File: src/hw/rtl/gf3_pkg.sv
// Package of the 3x3 Gaussian filter: widths, register indexes and the
// position record passed from the position tracker to the window stage.
// No dependencies.
package gf3_pkg;

   // Line store depth and its address width.
   localparam int MaxWidth = 2048;
   localparam int AddrW    = $clog2(MaxWidth);

   // Field widths of the pixel stream.
   localparam int PixW = 8;
   localparam int ColW = 11;
   localparam int RowW = 12;
   localparam int CfgW = 12;

   // Smallest frame the block works with, and its largest width.
   localparam logic [CfgW-1:0] MinDim = CfgW'(16);
   localparam logic [CfgW-1:0] MaxDim = CfgW'(MaxWidth);

   // One line store entry holds the row above (low byte) and two above.
   localparam int EntryW = 2 * PixW;

   // Result beat: smoothed, column, row, packed from bit 0, one pad bit.
   localparam int RspW = 32;

   // Configuration register indexes.
   typedef enum logic [0:0] {
      CSR_IMAGE_WIDTH  = 1'b0,
      CSR_IMAGE_HEIGHT = 1'b1
   } csr_reg_type;

   // Position of the pixel entering the pipeline.
   typedef struct packed {
      logic            valid;     // pixel belongs to an active frame
      logic [ColW-1:0] col;
      logic [RowW-1:0] row;
      logic            interior;  // a result is due with this pixel
      logic            last;      // final pixel of the frame
   } pos_type;

endpackage

File: src/hw/rtl/gf3_ctrl.sv
// Configuration registers and raster position tracking of the 3x3
// Gaussian filter. Uses gf3_pkg.
module gf3_ctrl (
   input  logic                     clock,
   input  logic                     reset,
   input  logic                     csr_we,
   input  logic                     csr_index,
   input  logic [gf3_pkg::CfgW-1:0] csr_wdata,
   input  logic                     take,
   input  logic                     start,
   output gf3_pkg::pos_type         pos
);
   import gf3_pkg::*;

   logic [CfgW-1:0] width_ff, width_in;
   logic [CfgW-1:0] height_ff, height_in;
   logic [ColW-1:0] col_ff, col_in;
   logic [RowW-1:0] row_ff, row_in;
   logic            active_ff, active_in;

   logic [CfgW-1:0] eff_w;
   logic [CfgW-1:0] eff_h;
   logic [ColW-1:0] cur_col;
   logic [RowW-1:0] cur_row;
   logic            cur_active;
   logic            row_end;
   logic            frame_end;

   // Register writes.
   always_comb begin
      width_in  = width_ff;
      height_in = height_ff;
      if (csr_we) begin
         unique case (csr_index)
            CSR_IMAGE_WIDTH:  width_in  = csr_wdata;
            CSR_IMAGE_HEIGHT: height_in = csr_wdata;
            default: ;
         endcase
      end
   end

   // Clamp the frame size into the supported range.
   always_comb begin
      if (width_ff < MinDim) begin
         eff_w = MinDim;
      end else if (width_ff > MaxDim) begin
         eff_w = MaxDim;
      end else begin
         eff_w = width_ff;
      end
      eff_h = (height_ff < MinDim) ? MinDim : height_ff;
   end

   // Position of the incoming pixel; a frame start restarts at the origin.
   always_comb begin
      cur_col    = start ? '0 : col_ff;
      cur_row    = start ? '0 : row_ff;
      cur_active = start | active_ff;
      row_end    = CfgW'(cur_col) >= (eff_w - CfgW'(1));
      frame_end  = row_end && (cur_row >= (eff_h - CfgW'(1)));

      pos.valid    = cur_active;
      pos.col      = cur_col;
      pos.row      = cur_row;
      pos.interior = (cur_col >= ColW'(2)) && (cur_row >= RowW'(2));
      pos.last     = frame_end;
   end

   // Advance the raster counters on each pixel taken in an active frame.
   always_comb begin
      col_in    = col_ff;
      row_in    = row_ff;
      active_in = active_ff;
      if (take && cur_active) begin
         if (frame_end) begin
            col_in    = '0;
            row_in    = '0;
            active_in = 1'b0;
         end else if (row_end) begin
            col_in    = '0;
            row_in    = cur_row + RowW'(1);
            active_in = 1'b1;
         end else begin
            col_in    = cur_col + ColW'(1);
            row_in    = cur_row;
            active_in = 1'b1;
         end
      end
   end

   always_ff @(posedge clock) begin
      if (reset) begin
         width_ff  <= CfgW'(640);
         height_ff <= CfgW'(480);
         col_ff    <= '0;
         row_ff    <= '0;
         active_ff <= 1'b0;
      end else begin
         width_ff  <= width_in;
         height_ff <= height_in;
         col_ff    <= col_in;
         row_ff    <= row_in;
         active_ff <= active_in;
      end
   end

endmodule

File: config.mk
export PLATFORM = sky130hd
export DESIGN_NAME = gf3_ctrl
export DESIGN_NICKNAME = d
export VERILOG_FILES = /design/src/hw/rtl/gf3_pkg.sv /design/src/hw/rtl/gf3_ctrl.sv
export SDC_FILE = /design/constraint.sdc
export NUM_CORES = 1
export LEC_CHECK = 0
export BUFFER_PORTS_ARGS = -buffer_cell sky130_fd_sc_hd__buf_2
export CAP_MARGIN = 20
export CORE_MARGIN = 5
export CORE_UTILIZATION = 40
export CTS_BUF_LIST = sky130_fd_sc_hd__clkbuf_8 sky130_fd_sc_hd__clkbuf_16
export CTS_CLUSTER_SIZE = 14
export DETAILED_ROUTE_END_ITERATION = 12
export PLACE_DENSITY = 0.64
export SYNTH_ARGS = -nofsm -noshare
export SYNTH_HDL_FRONTEND = slang
export SYNTH_SLANG_ARGS = --single-unit
File: constraint.sdc
create_clock -name clock -period 5.2 [get_ports clock]
set_input_delay 0.52 -clock clock [delete_from_list [all_inputs] [get_ports clock]]
set_output_delay 0.52 -clock clock [all_outputs]
set_load 0.02 [all_outputs]
### After elaboration in Yosys (flattened, before gate mapping)

Cells that the tools add are included.

* bits of input ports: 18
* word-level logic and storage cells: 33
* output and inout port bits: 26
* flip-flop bits (word level): 48

* $lt $le $gt $ge: 7
* bitwise operators: 2
* mux-type cells: 10
* reductions and logical operators: 5
* add/sub/neg operators: 4

Operators by type and width (count)
* $mux W12: 6
* $mux W11: 3
* $lt A12 B5 Y1 const B: 2
* $sub A12 B1 Y12 const B: 2
* $add A12 B1 Y12 const B: 1
* $ge A11 B12 Y1: 1
* $ge A12 B12 Y1: 1
* $ge A12 B2 Y1 const B: 1
* $gt A12 B12 Y1 const B: 1
* $add A11 B1 Y11 const B: 1
* $ge A11 B2 Y1 const B: 1
* $reduce_and A2 Y1: 2
* $logic_and A1 B1 Y1: 3
* $mux W1: 1
* $not A1 Y1: 1
* $or A1 B1 Y1: 1

### Logic depth before layout (Yosys ltp)

Gate-level depths: netlist of the first run.

* depth after elaboration: 7
* depth in mapped cells: 19
* gate-level depth less buffers: 17

### Worst setup path after synthesis of the first run

Ideal clock, no wire load.

* path kind: register to output
* start point: register height_ff[7]
* end point: output pos[0] (netlist name)
* path buffers: 1
* setup slack: 1113 ps
* arrival time: 3567 ps
* cell stages (with the launch flop): 15
* required time: 4680 ps
* path through: dfxtp_1 -> or4_1 -> or4b_1 -> nand2_1 -> ha_1 -> nand4_1 -> nor2_1 -> xnor2_1 -> ha_1 -> a21o_1 -> a2111oi_0 -> o21ai_0 -> o22a_1 -> and2_1 -> buf_4

* longest elaborated chain between the ends: 5

Ends and longest elaborated chain
* start: declaration: line gf3_ctrl.sv:16 `logic [CfgW-1:0] height_ff, height_in;`
* start signal: assignment: line gf3_ctrl.sv:94 `height_ff <= CfgW'(480);`
* start signal: assignment: line gf3_ctrl.sv:100 `height_ff <= height_in;`
* $lt A12 B5 Y1: line gf3_ctrl.sv:51 `eff_h = (height_ff < MinDim) ? MinDim : height_ff;`
* $mux W12 *: line gf3_ctrl.sv:51
* $sub A12 B1 Y12 *: line gf3_ctrl.sv:60 `frame_end = row_end && (cur_row >= (eff_h - CfgW'(1)));`
* $ge A12 B12 Y1 *: line gf3_ctrl.sv:60
* $logic_and A1 B1 Y1 *: line gf3_ctrl.sv:60
* end: declaration: line gf3_ctrl.sv:11 `output gf3_pkg::pos_type pos`

Mark *: on every way between the ends. The rest lies on a longest branch, timed or not.

==> flow_metrics.py, run 1 <==
metrics = {
    "drt": {
        "met3_length_um": 436,
        "post_drt_wl_per_cell_um": 15.0,
        "wl_met2_um": 4030,
        "drt-met1-wl_um": 4150,
        "firstDrtPassIters": 4,
        "vias": 3269,
        "first_iter_violations": 147,
        "dr.max_layer_used": "met4",
        "detail-route-antenna-nets": 0,
        "via_per_inst": 5.62,
        "wl_um": 8750,
        "drc": 0,
    },
    "layout": {
        "nNetsFinal": 523,
        "antennaDiodeCount": 0,
        "area_growth_pct": 11.8,
        "drive_above_1_share_pct": 13.0,
        "fin_util_pct": 46.0,
    },
    "synth": {
        "synth_top_area_share_pct": 28.3,
        "synth_cells": 445,
        "dominantRegCellSynth": "dfxtp_1",
        "synth_edf_count": 0,
        "syn_area_mm2": 0.00340,
        "ys_ff_latch": 48,
        "yosysSeqAreaShare_pct": 28.3,
        "yosys.cell_count.top_type": "nand2_1",
        "synth_top_cell_by_area": "dfxtp_1",
        "synth-warning-count": 0,
        "synth_nets": 492,
        "synth-async-reset-ratio_pct": 0,
        "yosys-top-cells-count": "nand2_1, dfxtp_1, a21oi_1",
        "syn_avg_cell_area_um2": 7.64,
        "synth_cell_types": 56,
        "synth_area_leaders": "dfxtp_1, ha_1, nand2_1, a21oi_1, nor2b_1",
    },
    "clocking": {
        "postCtsHoldBufs": 0,
        "cts_setup_buffers": 0,
        "clkSlewWorstSetupHoldPaths_ns": 0.08,
        "clkSinkCount": 48,
        "clock_latency_ns": 0.31,
        "clock-root-buffer": "clkbuf_8",
        "clock_path_buffers": 2,
        "numCtsBuffers": 5,
        "cts_resized": 0,
        "cts_htree_levels": 2,
        "cts_tree": "done",
    },
    "power": {
        "internal_power_mw": 0.583,
        "p_leak_nw": 1.61,
        "ir_worst_vdd_uv": 113,
        "p_sw_mw": 0.223,
        "power_density_mw_per_mm2": 212,
        "p_clk_share_pct": 35.8,
        "pwr-share-comb_pct": 15.6,
        "p_seq_share_pct": 48.6,
        "swShare_pct": 27.6,
    },
    "worst_hold_path": {
        "hp-class": "in -> reg",
        "min-delay-start": "csr_wdata[6]",
    },
    "setup_path": {
        "ff2ff_setup_slack_ns": 1.02,
        "r2r_start": "height_ff[7]$_SDFFE_PP1P_",
        "cpPeakStageDelay_ns": 0.60,
        "path_cells": "or4_1 -> or4b_1 -> nand2_1 -> ha_1 -> nand4_1 -> nor2_1 -> xnor2_1 -> ha_1 -> a21o_1 -> a2111oi_2 -> o21ai_0 -> o22a_1 -> and2_1 -> buf_2",
        "cp_slowest_cell": "or4_1",
        "start_kind": "register",
        "cp-end-kind": "output port",
        "critPathKind": "reg -> out",
        "crit_arrival_ns": 4.27,
        "path_delay_family": "simple AND/OR/NAND/NOR gates",
        "path_max_fanout": 6,
        "required_ns": 4.68,
        "crit_top_cell": "ha_1",
        "path_buf_inv": 1,
        "worstSetupStartpoint": "height_ff[7]$_SDFFE_PP1P_",
    },
    "floorplan": {
        "die_y_um": 102,
        "rows": 33,
        "core-area_mm2": 0.00826,
        "die_w_um": 102,
        "die_area_mm2": 0.0104,
        "initial_utilization_pct": 41.2,
        "ioPinCount": 44,
    },
    "place": {
        "dp_hpwl_um": 6580,
        "place_congestion": 0.866,
        "pre_cts_ws_ns": 0.636,
        "portBuffers": 43,
    },
    "global_routing": {
        "grt_max_degree": 46,
        "grt_use_total_pct": 17.4,
        "antenna_found_initial": 0,
        "grt_pass1_wl_um": 14800,
        "grt_pass1_vias": 3070,
        "grt_overflow": 0,
    },
    "timing": {
        "rsz0062_at_grt": "no",
        "period_share_pct": 92.1,
        "final_max_slew_viol_count": 0,
        "finalWorstPathRequiredPeriod_ns": 4.79,
        "hold_viol_final": 0,
        "max_freq_ghz": 0.209,
        "slew_headroom_pct": 47.5,
        "setup_ws_ns": 0.413,
        "finalSetupViolCount": 0,
        "worst_pin_slew_ns": 0.788,
        "setup_tns_ns": 0,
        "clock-skew-final_ns": 0.0146,
    },
    "flow_run": {
        "drv_cap": 0,
    },
    "outcome": {
        "status": "finished, final reports clean",
    },
}
[layout by cell type, fill, tap and decap left out, drive strengths merged, types with 11 or more instances in the layout]
| cell type | synthesis | routed |
|---|---|---|
| nor2 | 22 | 22 |
| ha | 29 | 29 |
| o21ai | 14 | 14 |
| buf | 5 | 45 |
| nor4 | 11 | 11 |
| nand2 | 83 | 83 |
| nand3b | 11 | 11 |
| nand3 | 20 | 20 |
| nor2b | 26 | 26 |
| nor3 | 11 | 11 |
| dfxtp | 48 | 48 |
| a21oi | 42 | 42 |
[state kept, by name, indices dropped and copies added (netlist names)]
register and count:
height_ff 12, active_ff 1, row_ff 12, col_ff 11
width_ff 12
[metrics by stage]
stage	cells	hold WS [ns]	power (mW)	instance area [um^2]
after CTS	582	0.454	0.816	3790
after detailed placement	574	0.466	0.526	3670
final	582	0.461	0.806	3800
after global routing	582	0.452	0.854	3800
after global placement	574	0.456	0.522	3670
after floorplan	445	0.440	0.491	3400
[routing by layer]
layer  GRT usage, %  vias to the layer above
li1               -                     1674
met1           23.4                     1513
met2           28.2                       73
met3           3.69                        9
met4           4.94                        0
met5              0                        -
[worst paths after layout]
kind	endpoint	cells past startpoint
hold / removal	height_ff[6]$_SDFFE_PP1P_	3
setup reg to reg	row_ff[4]$_SDFFE_PP0P_	14
hold reg to reg	col_ff[9]$_SDFFE_PP0P_	2
setup / recovery	pos[0]	14
[area by class of cell]
type                    count  area, um^2
clock buffers               6        82.6
clock inverters             2        38.8
fillers                   847        4460
inverters                   6        22.5
multi-input cells         370        2330
flip-flops and latches     48         961
well taps                 105         131
repair buffers             45         230
[power groups by stage]
stage | Combinational, mW | Clock (mW) | Sequential, mW
2_1_floorplan | 0.0948 | 0 | 0.396
3_3_place_gp | 0.122 | 0 | 0.399
3_5_place_dp | 0.125 | 0 | 0.400
4_1_cts | 0.126 | 0.298 | 0.392
5_1_grt | 0.144 | 0.316 | 0.394
6_report | 0.125 | 0.289 | 0.392
[tightest hold or removal path, cell delays in order]
cell	delay, ns
buf_2	0.09
nand2_1	0.05
nand3b_1	0.07
[cells by family after synthesis]
group                      synth area share [%]
and+or+nand+nor                            34.7
AOI/OAI and AO/OA                          18.8
DFF                                        28.3
adders and majority gates                  10.7
buffers and inverters                      3.28
xor gates and xnor gates                   3.61
muxes                                     0.589
Power figures use the tool's default switching activity.
==> run 2, diff against run 1 <==
SETUP_SLACK_MARGIN = 0.5   (was default)
==> run 2 against run 1 <==
Against the previous run: critical path type unchanged; global-route usage hardly changed; critical path depth stayed put; first-iteration DRC count is 16% lower; sequential power hardly changed; clock power hardly changed; largest power group unchanged; flip-flop and latch count stayed put; total power is 1.0% higher; final cell count is 0.17% higher; combinational power hardly changed; clock-buffer cell count stayed put; critical endpoint unchanged; non-clock buffer count is 1 higher; wire length is 1.3% higher.
==> flow_metrics.py, run 2 (same netlist as run 1, synthesis figures left out) <==
metrics = {
    "power": {
        "ir_worst_vdd_uv": 113,
        "p_leak_nw": 1.63,
        "finalPower_mw": 0.814,
        "power_density_mw_per_mm2": 210,
    },
    "setup_path": {
        "crit_end": "pos[0]",
        "required_ns": 4.68,
        "critPathKind": "reg -> out",
        "reg2reg_depth": 15,
        "ff2ff_setup_slack_ns": 1.18,
        "worstSetupStartpoint": "height_ff[8]$_SDFFE_PP1P_",
        "reg2reg_to": "row_ff[4]$_SDFFE_PP0P_",
        "crit_arrival_ns": 3.99,
        "start_kind": "register",
        "r2r_start": "height_ff[8]$_SDFFE_PP1P_",
        "path_max_fanout": 5,
        "cp-end-kind": "output port",
    },
    "floorplan": {
        "ioPinCount": 44,
        "initial_utilization_pct": 41.2,
        "rows": 33,
        "die_area_mm2": 0.0104,
        "core-area_mm2": 0.00826,
        "die_w_um": 102,
        "die_y_um": 102,
    },
    "clocking": {
        "clkSlewWorstSetupHoldPaths_ns": 0.08,
        "cts_htree_levels": 2,
        "postCtsHoldBufs": 0,
        "clock_latency_ns": 0.31,
        "clkSinkCount": 48,
        "numCtsBuffers": 5,
        "clock_path_buffers": 2,
        "clock-root-buffer": "clkbuf_8",
        "cts_tree": "done",
    },
    "layout": {
        "fin_util_pct": 47.0,
        "layout_common_cells": "nand2_1, dfxtp_1, buf_2",
        "area_growth_pct": 14.2,
        "top_regs": "height_ff: 12 flops, row_ff: 12 flops, width_ff: 12 flops",
        "mostFrequentLayoutCell": "nand2_1",
        "stdcell_area_mm2": 0.00388,
        "nNetsFinal": 524,
        "drive_above_1_share_pct": 15.5,
        "antennaDiodeCount": 0,
    },
    "timing": {
        "finalSetupViolCount": 0,
        "rsz0062_at_grt": "no",
        "slew_headroom_pct": 48.6,
        "max_freq_ghz": 0.222,
        "final_max_slew_viol_count": 0,
        "clock-skew-final_ns": 0.0158,
        "hold_viol_final": 0,
        "period_share_pct": 86.6,
        "holdWs_ns": 0.454,
        "setup_tns_ns": 0,
        "worst_pin_slew_ns": 0.771,
        "finalWorstPathRequiredPeriod_ns": 4.51,
    },
    "global_routing": {
        "grt_overflow": 0,
        "grt_use_total_pct": 17.4,
        "grt_max_degree": 46,
        "grt_pass1_wl_um": 14700,
        "antenna_found_initial": 0,
        "grt_pass1_vias": 3059,
    },
    "place": {
        "place_congestion": 0.866,
        "dp_hpwl_um": 6580,
        "portBuffers": 43,
        "dpl_cell_area_mm2": 0.00367,
    },
    "flow_run": {
        "drv_cap": 0,
    },
    "drt": {
        "drc": 0,
        "wl_um": 8860,
        "detail-route-antenna-nets": 0,
        "first_iter_violations": 124,
        "vias": 3299,
        "via_per_inst": 5.66,
        "post_drt_wl_per_cell_um": 15.2,
        "firstDrtPassIters": 5,
    },
    "worst_hold_path": {
        "hp-class": "in -> reg",
    },
    "outcome": {
        "status": "finished, final reports clean",
    },
}
-- run 2: cell types whose count changed in the layout (fill, tap and decap cells not counted), sizes merged --
cell | previous run | this run
buf | 45 | 46
-- run 2: layout make-up --
type | instances | area [um^2]
Sequential cell | 48 | 966
Clock buffer | 6 | 82.6
Tap cell | 105 | 131
Timing Repair Buffer | 46 | 238
Fill cell | 840 | 4380
Multi-Input combinational cell | 370 | 2400
Clock inverter | 2 | 38.8
Inverter | 6 | 22.5
-- run 2: layer usage --
layer	global-route usage [%]	vias up	share of wire (%)
met5	0	-	0
met4	4.74	0	1.6
met3	3.55	11	4.6
met2	28.4	75	46
met1	23.4	1538	47
li1	-	1675	-
-- run 2: worst min path at each step --
stage | from | endpoint | slack, ns | cells after the start
after detailed placement | col_ff[9]$_SDFFE_PP0P_ | col_ff[9]$_SDFFE_PP0P_ | 0.47 | 2
after CTS | csr_wdata[2] | height_ff[2]$_SDFFE_PP0P_ | 0.45 | 3
after global routing | csr_wdata[2] | height_ff[2]$_SDFFE_PP0P_ | 0.45 | 3
after global placement | col_ff[9]$_SDFFE_PP0P_ | col_ff[9]$_SDFFE_PP0P_ | 0.46 | 2
after floorplan | col_ff[6]$_SDFFE_PP0P_ | col_ff[6]$_SDFFE_PP0P_ | 0.44 | 2
final | csr_wdata[6] | height_ff[6]$_SDFFE_PP1P_ | 0.45 | 3
-- run 2: repair_timing --
action | in CTS | in global routing
gates resized for setup | 5 | 15
buffers inserted | 0 | 1
pin swaps | 0 | 8
endpoints found under the setup margin | 1 | 1
-- run 2: power by group --
part	internal [mW]	switching [mW]	leakage [nW]
Clock	0.157	0.135	0.0614
Sequential	0.378	0.0151	0.390
Combinational	0.0493	0.0788	1.17
-- run 2: critical path, stage by stage, from the launching register on --
cell       delay, ns
dfxtp_2         0.35
or4_4           0.55
or4b_4          0.60
nand2_4         0.10
ha_4            0.16
nand4_1         0.14
nor2_1          0.18
xnor2_1         0.14
ha_1            0.26
a21o_1          0.19
a2111oi_4       0.30
o21ai_1         0.11
o22a_1          0.26
and2_4          0.19
buf_2           0.15
-- run 2: stage by stage --
step / instances / setup slack, ns
5_1_grt: 583 / 0.491
3_3_place_gp: 574 / 0.839
4_1_cts: 582 / 0.511
3_5_place_dp: 574 / 0.636
6_report: 583 / 0.695
2_1_floorplan: 445 / 1.11
