==> config.mk <==
export PLATFORM = sky130hd
export DESIGN_NAME = gf3_window
export DESIGN_NICKNAME = d
export VERILOG_FILES = /design/src/hw/rtl/gf3_pkg.sv /design/src/hw/rtl/gf3_window.sv
export SDC_FILE = /design/constraint.sdc
export NUM_CORES = 1
export LEC_CHECK = 0
export BUFFER_PORTS_ARGS = -buffer_cell sky130_fd_sc_hd__buf_2
export CAP_MARGIN = 40
export CORE_AREA = 2 2 115 117
export DETAILED_ROUTE_END_ITERATION = 6
export DIE_AREA = 0 0 117 119
export PLACE_DENSITY = 0.79
export SLEW_MARGIN = 20
export SYNTH_ARGS = -nofsm -noshare
export SYNTH_HDL_FRONTEND = slang
export SYNTH_SLANG_ARGS = --single-unit
export TNS_END_PERCENT = 20
==> constraint.sdc <==
create_clock -name clock -period 6 [get_ports clock]
set_input_delay 0.9 -clock clock [delete_from_list [all_inputs] [get_ports clock]]
set_output_delay 0.9 -clock clock [all_outputs]
set_load 0.05 [all_outputs]
==> src/hw/rtl/gf3_pkg.sv <==
// Package of the 3x3 Gaussian filter: widths, register indexes and the
// position record passed from the position tracker to the window stage.
// No dependencies.
package gf3_pkg;

   // Line store depth and its address width.
   localparam int MaxWidth = 2048;
   localparam int AddrW    = $clog2(MaxWidth);

   // Field widths of the pixel stream.
   localparam int PixW = 8;
   localparam int ColW = 11;
   localparam int RowW = 12;
   localparam int CfgW = 12;

   // Smallest frame the block works with, and its largest width.
   localparam logic [CfgW-1:0] MinDim = CfgW'(16);
   localparam logic [CfgW-1:0] MaxDim = CfgW'(MaxWidth);

   // One line store entry holds the row above (low byte) and two above.
   localparam int EntryW = 2 * PixW;

   // Result beat: smoothed, column, row, packed from bit 0, one pad bit.
   localparam int RspW = 32;

   // Configuration register indexes.
   typedef enum logic [0:0] {
      CSR_IMAGE_WIDTH  = 1'b0,
      CSR_IMAGE_HEIGHT = 1'b1
   } csr_reg_type;

   // Position of the pixel entering the pipeline.
   typedef struct packed {
      logic            valid;     // pixel belongs to an active frame
      logic [ColW-1:0] col;
      logic [RowW-1:0] row;
      logic            interior;  // a result is due with this pixel
      logic            last;      // final pixel of the frame
   } pos_type;

endpackage

==> src/hw/rtl/gf3_window.sv <==
// Window stage of the 3x3 Gaussian filter: line store read-modify-write
// with forwarding, the 3x3 window, the weighted sum and the result
// register. Uses gf3_pkg.
module gf3_window (
   input  logic                       clock,
   input  logic                       reset,
   input  logic                       adv,
   input  logic                       take,
   input  logic [gf3_pkg::PixW-1:0]   pixel,
   input  gf3_pkg::pos_type           pos,
   input  logic [gf3_pkg::EntryW-1:0] ram_rdata,
   output logic                       ram_we,
   output logic [gf3_pkg::AddrW-1:0]  ram_waddr,
   output logic [gf3_pkg::EntryW-1:0] ram_wdata,
   output logic                       rsp_tvalid,
   output logic [gf3_pkg::RspW-1:0]   rsp_tdata,
   output logic                       rsp_tlast
);
   import gf3_pkg::*;

   logic              s1_valid_ff, s1_valid_in;
   logic [PixW-1:0]   s1_pix_ff;
   pos_type           s1_pos_ff;
   logic              fwd_ff, fwd_in;
   logic [EntryW-1:0] fwd_data_ff;
   logic [PixW-1:0]   win_ff [6];
   logic              rsp_valid_ff, rsp_valid_in;
   logic [RspW-1:0]   rsp_data_ff;
   logic              rsp_last_ff;

   logic [EntryW-1:0] entry;
   logic [PixW-1:0]   top;
   logic [PixW-1:0]   mid;
   logic [11:0]       col_l;
   logic [11:0]       col_c;
   logic [11:0]       col_r;
   logic [11:0]       sum;
   logic [11:0]       sum_rnd;
   logic [ColW-1:0]   out_col;
   logic [RowW-1:0]   out_row;

   // Stored rows of the current column, taken from the bypass when the
   // previous beat wrote the same entry in the cycle of this read.
   always_comb begin
      entry = fwd_ff ? fwd_data_ff : ram_rdata;
      top   = entry[EntryW-1:PixW];
      mid   = entry[PixW-1:0];
   end

   // Shift the rows down one step in the line store.
   assign ram_we    = adv && s1_valid_ff;
   assign ram_waddr = AddrW'(s1_pos_ff.col);
   assign ram_wdata = {mid, s1_pix_ff};

   // Bypass when the next beat reads the entry written now.
   assign fwd_in = s1_valid_ff && (AddrW'(pos.col) == AddrW'(s1_pos_ff.col));

   // Column sums with 1-2-1 weights, then 1-2-1 across columns.
   always_comb begin
      col_l   = 12'(win_ff[0]) + 12'({win_ff[1], 1'b0}) + 12'(win_ff[2]);
      col_c   = 12'(win_ff[3]) + 12'({win_ff[4], 1'b0}) + 12'(win_ff[5]);
      col_r   = 12'(top) + 12'({mid, 1'b0}) + 12'(s1_pix_ff);
      sum     = col_l + {col_c[10:0], 1'b0} + col_r;
      sum_rnd = sum + 12'd8;
      out_col = s1_pos_ff.col - ColW'(1);
      out_row = s1_pos_ff.row - RowW'(1);
   end

   assign s1_valid_in  = take && pos.valid;
   assign rsp_valid_in = s1_valid_ff && s1_pos_ff.interior;

   // Control registers of the pipeline.
   always_ff @(posedge clock) begin
      if (reset) begin
         s1_valid_ff  <= 1'b0;
         fwd_ff       <= 1'b0;
         rsp_valid_ff <= 1'b0;
      end else if (adv) begin
         s1_valid_ff  <= s1_valid_in;
         rsp_valid_ff <= rsp_valid_in;
         if (s1_valid_in) begin
            fwd_ff <= fwd_in;
         end
      end
   end

   // Payload of the read stage and the bypass.
   always_ff @(posedge clock) begin
      if (adv && s1_valid_in) begin
         s1_pix_ff   <= pixel;
         s1_pos_ff   <= pos;
         fwd_data_ff <= ram_wdata;
      end
   end

   // Window of the two previous columns, moved by every framed pixel.
   always_ff @(posedge clock) begin
      if (reset) begin
         for (int i = 0; i < 6; i++) begin
            win_ff[i] <= '0;
         end
      end else if (adv && s1_valid_ff) begin
         win_ff[0] <= win_ff[3];
         win_ff[1] <= win_ff[4];
         win_ff[2] <= win_ff[5];
         win_ff[3] <= top;
         win_ff[4] <= mid;
         win_ff[5] <= s1_pix_ff;
      end
   end

   // Result register.
   always_ff @(posedge clock) begin
      if (adv && rsp_valid_in) begin
         rsp_data_ff <= {1'b0, out_row, out_col, sum_rnd[11:4]};
         rsp_last_ff <= s1_pos_ff.last;
      end
   end

   assign rsp_tvalid = rsp_valid_ff;
   assign rsp_tdata  = rsp_data_ff;
   assign rsp_tlast  = rsp_last_ff;

endmodule

### Word level (Yosys, flattened, before mapping)

Memory sizes are Yosys's and may differ from the RTL's.
Cells that the tools add are included.

| storage, ports and cells | value |
|---|---|
| bits in registers | 84 |
| output and inout bits | 62 |
| memories | 1 |
| logic and storage cells | 49 |
| input port bits | 54 |
| RAM bits | 48 |

Memories:

| name | words | width | rd ports | clocked after memory_dff | write ports | line | RTL |
|---|---|---|---|---|---|---|---|
| win_ff | 6 | 8 | 6 | 0 | 6 | gf3_window.sv:26 | `logic [PixW-1:0] win_ff [6];` |

| cells by class | value |
|---|---|
| equality and inequality tests | 1 |
| muxes and demuxes | 12 |
| reduce and logical (&&, ||, !) cells | 7 |
| $add $sub $neg | 11 |
| bitwise operators | 6 |

Operators by type and width:

| cell | number |
|---|---|
| $mux 8 | 6 |
| $add 10x8->11 | 3 |
| $add 8x9->10 | 3 |
| $mux 16 | 1 |
| $add 11x12->12 | 1 |
| $add 12x11->12 | 1 |
| $add 12x4->12 const B | 1 |
| $sub 12x1->12 const B | 1 |
| $eq 11x11->1 | 1 |
| $sub 11x1->11 const B | 1 |
| $logic_and 1x1->1 | 6 |
| $or 1x1->1 | 6 |
| $mux 1 | 5 |
| $reduce_and 2->1 | 1 |

### Depth between registers and ports, before layout

Gate-level depths: netlist (run 1).
An unclocked memory read counts as a cell.

| depth | value |
|---|---|
| depth in word-level cells | 6 |
| gate-level depth with buffers | 19 |
| mapped depth without buffers | 19 |

### Worst setup path before layout (run 1)

No wires, ideal clock.

| timing path | value |
|---|---|
| kind | flip-flop to flip-flop |
| from | memory win_ff[5][3] |
| to | register rsp_data_ff[7], in the netlist rsp_tdata[7] (data pin) |
| clock period less this slack | 5.455 ns |
| required time | 5.723 ns |
| setup slack | 0.545 ns |
| data arrival time | 5.179 ns |
| buffers on the path | 0 |
| cell stages (with the launch flop) | 19 |
| setup time | 0.277 ns |
| cells stage by stage | edfxtp_1 -> fa_1 -> ha_1 -> and3_1 -> a221o_1 -> nor2_1 -> xnor2_1 -> fa_1 -> inv_1 -> fa_1 -> inv_1 -> fa_1 -> inv_1 -> fa_1 -> inv_1 -> ha_1 -> a21o_1 -> a221oi_1 -> o211ai_1 |

RTL lines:

| element | line | RTL |
|---|---|---|
| start, declared | gf3_window.sv:26 |  |
| end signal, assigned | gf3_window.sv:115 | `rsp_data_ff <= {1'b0, out_row, out_col, sum_rnd[11:4]};` |
| end, declared | gf3_window.sv:28 | `logic [RspW-1:0] rsp_data_ff;` |

==> results.json, run 1 <==
{
  "hold_path.startpoint": "s1_pos_ff[0]$_DFFE_PP_",
  "final_nets": 744,
  "ir_drop_mv": 0.2507,
  "fin_worst_skew_ns": 0.005717,
  "clk_pin_slew_ns": 0.06,
  "setup_tns_ns": 0,
  "gr-usage-all-layers_pct": 20.33,
  "regToRegStartpoint": "win_ff[5][2]$_SDFFCE_PN0P_",
  "cellLeakagePower_nw": 3.562,
  "firstDrtPassIters": 4,
  "root_buffer": "clkbuf_16",
  "fin_hold_ws_ns": 0.4131,
  "post-place-cells": 772,
  "ff2ff_path_depth": 18,
  "via_count": 4101,
  "hold_path_class": "reg -> reg",
  "pre_cts_ws_ns": 0.1857,
  "synth-edff-count": 129,
  "synth_area_um2": 7030,
  "critical_path.endpoint_type": "register",
  "fin_crit_sh_pct": 96.21,
  "yosys_warnings": 0,
  "fmax_mhz": 173.2,
  "async_flop_share_pct": 0,
  "pin_count": 116,
  "drv_cap": 0,
  "gp_congestion": 0.7827,
  "post_cts_resize_count": 0,
  "clk_latency_ns": 0.41,
  "postCtsSetupRepairBufs": 0,
  "wl_mm": 12.94,
  "cp_max_fo": 6,
  "ys_ff_latch": 132,
  "fin_ws_ns": 0.2275,
  "cts_tree": "done",
  "grt_overflow": 0,
  "start_util_pct": 54.61,
  "hold_buffers": 0,
  "min_period_ns": 5.773,
  "grt_max_degree": 47,
  "rr_endpoint": "rsp_tdata[7]$_DFFE_PP_",
  "ys_seq_area_share_pct": 55.95,
  "slew_headroom_pct": 49.20,
  "powerDensity_nw_per_um2": 428.8,
  "vias_per_cell": 5.101,
  "avgSynthCellArea_um2": 14.00,
  "rsz0062_at_grt": "false",
  "netlist_instances": 502,
  "drtIter0Drc": 245,
  "die_h_um": 119,
  "ff2ff_setup_slack_ns": 0.23,
  "io_buffer_count": 114,
  "worstMarginPinSlew_ns": 0.7620,
  "n_antenna_cell": 0,
  "hold_path_depth": 0,
  "clock-sinks": 132,
  "cp.arrival_ns": 5.92,
  "path_class": "reg -> reg",
  "cp.required_ns": 6.15,
  "synth_nets": 631,
  "drive_gt1_share_pct": 27.87,
  "synth-main-ff-cell": "edfxtp_1",
  "postRouteAntennaNets": 0,
  "grt_first_pass_wirelength_mm": 21.31,
  "die_w_um": 117,
  "cts_made_buffers": 17,
  "maxSlewViolCount": 0,
  "syn2layout_area_growth_pct": 19.70,
  "design.core.area_um2": 12870,
  "cts-htree-levels": 4,
  "drcViolationCount": 0,
  "final_cells": 804,
  "antenna_found_initial": 0,
  "hold_end": "rsp_tlast$_DFFE_PP_",
  "run_status": "completed",
  "grt_pass1_vias": 4503,
  "avgRoutedWirePerCell_um": 16.09,
  "startpoint_type": "register",
  "setup_viol": 0,
  "hold_viol": 0,
  "dieArea_um2": 13920,
  "synth.distinct_cells": 43,
  "dp_hpwl_mm": 9.499,
  "clockBufferDepth": 2,
  "row_count": 42
}
==> worst max path at each step <==
stage                                    start                endpoint  slack [ns]  depth (start not counted)
finish              win_ff[5][2]$_SDFFCE_PN0P_  rsp_tdata[7]$_DFFE_PP_        0.23                         18
global route        win_ff[5][2]$_SDFFCE_PN0P_  rsp_tdata[7]$_DFFE_PP_        0.01                         18
CTS                 win_ff[5][2]$_SDFFCE_PN0P_  rsp_tdata[7]$_DFFE_PP_        0.11                         18
detailed placement  win_ff[5][1]$_SDFFCE_PN0P_  rsp_tdata[7]$_DFFE_PP_        0.19                         16
global placement    win_ff[5][5]$_SDFFCE_PN0P_  rsp_tdata[7]$_DFFE_PP_        0.38                         18
floorplan           win_ff[5][3]$_SDFFCE_PN0P_  rsp_tdata[7]$_DFFE_PP_        0.54                         18
==> logic make-up after synthesis <==
family,share of synthesized area (%)
flip-flops,55.95
multiplexers,2.545
AND/OR/NAND/NOR,9.236
AO/OA/AOI/OAI,2.865
buffers and inverters,6.104
XOR/XNOR,4.983
adder cells (fa/ha/maj),18.26
other,0.05334
==> per-stage QoR <==
stage | util (%) | cell area [um^2] | power, mW
after detailed placement | 59.98 | 7722 | 2.395
final | 65.36 | 8416 | 3.609
after global routing | 65.36 | 8416 | 3.827
after CTS | 65.32 | 8409 | 3.606
after floorplan | - | 7030 | 2.128
after global placement | 59.67 | 7682 | 2.314
==> flip-flops by register name (all words and copies together) (netlist names) <==
register,cells
rsp_tlast,1
rsp_tdata,31
s1_valid_ff,1
fwd_ff,1
rsp_tvalid,1
win_ff,48
ram_waddr,11
fwd_data_ff,16
s1_pos_ff,14
s1_pix_ff,8
==> cell usage in the layout (no fill, tap or decap), drive strengths merged, types with 2 or more instances in the layout <==
master | Yosys | final
nand4 | 3 | 3
nor3 | 7 | 7
ha | 29 | 29
nand2b | 4 | 4
o21ai | 2 | 2
edfxtp | 129 | 129
a21o | 5 | 5
clkbuf | 5 | 18
nand2 | 13 | 13
nand3b | 2 | 2
inv | 68 | 68
bufinv | 0 | 7
or4 | 3 | 3
and3 | 4 | 4
dfxtp | 3 | 3
xor2 | 19 | 19
nor4 | 3 | 3
nand3 | 4 | 4
fa | 46 | 46
xnor2 | 21 | 21
and2 | 47 | 47
or3 | 4 | 4
a21oi | 11 | 11
o211ai | 3 | 3
a31oi | 2 | 2
buf | 21 | 120
mux2 | 15 | 15
nor2 | 14 | 14
or2 | 3 | 3
clkinv | 0 | 6
==> cells in the mapped netlist (all sizes together) (2+ instances only) <==
master / n / area share, %
nor2: 14 / 0.75
fa: 46 / 13
buf: 21 / 2.2
nor4: 3 / 0.27
edfxtp: 129 / 55
a21oi: 11 / 0.78
a31oi: 2 / 0.18
nand3b: 2 / 0.21
or3: 4 / 0.39
or2: 3 / 0.27
xnor2: 21 / 2.6
nand2b: 4 / 0.36
mux2: 15 / 2.4
nand4: 3 / 0.27
or4: 3 / 0.32
nand2: 13 / 0.69
o21ai: 2 / 0.14
a21o: 5 / 0.53
xor2: 19 / 2.4
dfxtp: 3 / 0.85
inv: 68 / 3.6
nor3: 7 / 0.50
o211ai: 3 / 0.32
and2: 47 / 4.2
nand3: 4 / 0.36
and3: 4 / 0.36
ha: 29 / 5.2
clkbuf: 5 / 0.27
==> layout make-up <==
class                      instances  area, um^2
timing repair buffer             120       640.6
sequential                       132        3934
multi-input combinational        276        2679
fill                             906        4459
tap                              176       220.2
clock inverter                    14       257.7
inverter                          68       255.2
clock buffer                      18       429.2
==> routing by layer <==
layer  GRT usage [%]  wire length [um]
met3           7.735               829
met2           34.28              6834
met1           24.26              5092
met4           5.809               180
met5               0                 0
==> power breakdown <==
part / switching, mW / leakage (nW) / total, mW / internal, mW
clock: 0.384 / 0.331 / 1.20 / 0.819
combinational: 0.725 / 1.97 / 1.27 / 0.541
sequential: 0.0232 / 1.26 / 1.14 / 1.12
total: 1.13 / 3.56 / 3.61 / 2.48
==> critical path: stages (launching register included) <==
cell and delay (ns):
edfxtp_1 0.45, fa_1 0.67, ha_1 0.26, a21o_1 0.21, a221o_1 0.33, nor2_1 0.13
xnor2_1 0.11, fa_1 0.51, inv_1 0.05, fa_1 0.47, inv_1 0.06, fa_1 0.52
inv_1 0.05, fa_1 0.52, inv_1 0.04, ha_1 0.37, a21o_1 0.23, a221oi_2 0.36
o211ai_1 0.14
Power figures use the tool's default switching activity.
==> run 2, diff against run 1 <==
Settings changed: CORE_AREA 2 2 115 117 to 2 2 121 123, DIE_AREA 0 0 117 119 to 0 0 123 125, PLACE_DENSITY 0.79 to 0.75.
Clock period 6 ns to 5.2 ns, I/O delays scaled along.
==> run 2 against run 1 <==
The run now ends with negative setup slack left. Clock-buffer cell count is 3 higher. Core utilization is 5.4 points lower. Power is 17% higher. Highest routed layer unchanged. Design area is 1.1% higher. Critical path depth stayed put. Clock skew hardly changed. Sequential cell count stayed put.
==> results.json, run 2 (synthesis results as in run 1) <==
{
  "hold_viol": 0,
  "crit_chain": "fa_1 -> ha_1 -> a21o_1 -> a221o_1 -> nor2_2 -> xnor2_2 -> fa_1 -> inv_1 -> fa_1 -> inv_1 -> fa_1 -> inv_1 -> fa_1 -> inv_2 -> ha_4 -> a21o_1 -> a221oi_4 -> o211ai_1",
  "ir_drop_mv": 0.3336,
  "design.core.area_um2": 14200,
  "clk_latency_ns": 0.42,
  "power_mw": 4.236,
  "via_count": 4089,
  "regToRegStartpoint": "win_ff[3][2]$_SDFFCE_PN0P_",
  "slew_headroom_pct": 52.54,
  "cts-htree-levels": 4,
  "violations": "negative setup slack",
  "min_period_ns": 5.351,
  "final_cell_mix": "edfxtp_1 (129), buf_2 (114), inv_1 (65)",
  "clockBufferDepth": 2,
  "gr-usage-all-layers_pct": 17.96,
  "drive_gt1_share_pct": 31.53,
  "post-place-cells": 794,
  "grt_first_pass_wirelength_mm": 20.94,
  "firstDrtPassIters": 4,
  "fin_crit_sh_pct": 102.9,
  "drv_cap": 0,
  "cp_max_fo": 3,
  "grt_pass1_vias": 4343,
  "die_h_um": 125,
  "hold_buffers": 0,
  "power_frac_clock_pct": 26.6,
  "startpoint": "win_ff[3][2]$_SDFFCE_PN0P_",
  "path_class": "reg -> reg",
  "cp.arrival_ns": 5.50,
  "worstMarginPinSlew_ns": 0.7119,
  "multiInputGateArea_um2": 2771,
  "die_w_um": 123,
  "avgRoutedWirePerCell_um": 15.51,
  "seqCellArea_um2": 3934,
  "final_common_cell": "edfxtp_1",
  "dieArea_um2": 15380,
  "cts_made_buffers": 17,
  "maxSlewViolCount": 0,
  "clk_pin_slew_ns": 0.05,
  "grt_max_degree": 49,
  "fmax_mhz": 186.9,
  "cellLeakagePower_nw": 3.585,
  "postLayoutCellArea_um2": 8512,
  "fillerInstances": 1100,
  "setup_tns_ns": -0.4522,
  "largest-register": "win_ff",
  "rr_endpoint": "rsp_tdata[7]$_DFFE_PP_",
  "cp.required_ns": 5.35,
  "final_core_util_pct": 59.93,
  "powerDensity_nw_per_um2": 497.6,
  "ff2ff_setup_slack_ns": -0.15,
  "clock-sinks": 132,
  "pin_count": 116,
  "dp_hpwl_mm": 9.579,
  "cell_internal_pwr_mw": 2.843,
  "postRouteAntennaNets": 0,
  "hold_path_class": "reg -> reg",
  "seq_power_share_pct": 31.1,
  "critical_path.endpoint_type": "register",
  "final_cells": 831,
  "drtIter0Drc": 256,
  "cts_tree": "done",
  "setup_viol": 4,
  "antenna_found_initial": 0,
  "n_antenna_cell": 0,
  "grt_overflow": 0,
  "start_util_pct": 49.50,
  "drcViolationCount": 0,
  "row_count": 44,
  "p_switching_mw": 1.393,
  "wl_mm": 12.89,
  "vias_per_cell": 4.921,
  "startpoint_type": "register",
  "syn2layout_area_growth_pct": 21.07,
  "crit_path_top_delay_cell": "fa_1",
  "p_sw_share_pct": 32.88,
  "cpMostUsedCell": "fa_1",
  "ff2ff_path_depth": 18,
  "final_nets": 763,
  "gp_congestion": 0.8086,
  "fin_ws_ns": -0.1507,
  "largest_reg_flops": 48,
  "io_buffer_count": 114,
  "rsz0062_at_grt": "true",
  "run_status": "finished, violations left",
  "comb_power_share_pct": 42.3,
  "max_stage_delay_ns": 0.58,
  "place_area_um2": 7865,
  "root_buffer": "clkbuf_16",
  "fin_worst_skew_ns": 0.006007,
  "crit_end": "rsp_tdata[7]$_DFFE_PP_"
}
## run 2: cell types whose count changed in the layout (fill, tap and decap cells not counted), moves of 3 or more
cell	before	now
fa_1	46	43
a21oi_1	11	8
ha_1	29	25
clkinv_4	3	0
buf_4	4	24
bufinv_16	7	2
clkbuf_1	1	4
fa_2	0	3
ha_4	0	3
## run 2: worst min path at each step
stage	slack (ns)	to	depth (start not counted)	startpoint
after global placement	0.40	rsp_tlast$_DFFE_PP_	0	s1_pos_ff[0]$_DFFE_PP_
after detailed placement	0.41	rsp_tlast$_DFFE_PP_	0	s1_pos_ff[0]$_DFFE_PP_
final	0.42	rsp_tlast$_DFFE_PP_	0	s1_pos_ff[0]$_DFFE_PP_
after global routing	0.42	rsp_tlast$_DFFE_PP_	0	s1_pos_ff[0]$_DFFE_PP_
after CTS	0.42	rsp_tlast$_DFFE_PP_	0	s1_pos_ff[0]$_DFFE_PP_
after floorplan	0.40	rsp_tlast$_DFFE_PP_	0	s1_pos_ff[0]$_DFFE_PP_
## run 2: worst max-delay path: cells and delay by family (launching register included)
| kind | cells | cell delay [ns] |
|---|---|---|
| xor gates and xnor gates | 1 | 0.09 |
| AOI/OAI and AO/OA | 5 | 1.23 |
| buffers and inverters | 4 | 0.20 |
| DFF | 1 | 0.44 |
| and+or+nand+nor | 1 | 0.16 |
| adders and majority gates | 7 | 2.97 |
## run 2: power groups by stage
stage	Clock [mW]	Combinational, mW	Sequential [mW]
3_5_place_dp	0	1.68	1.34
3_3_place_gp	0	1.58	1.34
5_1_grt	1.19	2.00	1.32
6_report	1.13	1.79	1.32
4_1_cts	1.14	1.74	1.32
2_1_floorplan	0	1.18	1.37
## run 2: cell type report
cell class | instances | share of cell area [%]
flip-flops and latches | 132 | 46.21
multi-input cells | 276 | 32.56
repair buffers | 139 | 9.055
clock buffers | 21 | 5.174
inverters | 68 | 2.999
well taps | 184 | 2.705
clock inverters | 11 | 1.294
## run 2: stage by stage
stage | hold WS (ns) | worst slack, ns
2_1_floorplan | 0.4003 | 0.02076
3_3_place_gp | 0.4012 | -0.1087
3_5_place_dp | 0.4074 | -0.2667
4_1_cts | 0.4202 | -0.1907
5_1_grt | 0.4237 | -0.3401
6_report | 0.4220 | -0.1507
## run 2: timing repair
| item | in CTS | in global routing |
|---|---|---|
| pin swaps | 2 | 19 |
| buffers inserted | 1 | 4 |
| cloned | 0 | 0 |
| endpoints found under the setup margin | 6 | 6 |
| resized for setup | 7 | 7 |
## run 2: layer usage
metal  GRT usage [%]  vias up  share of wire (%)
li1                -     1957                  -
met1           21.93     2002                 42
met2           29.22      113                 50
met3           7.162       17                6.2
met4           5.816        0                1.6
met5               0        -                  0
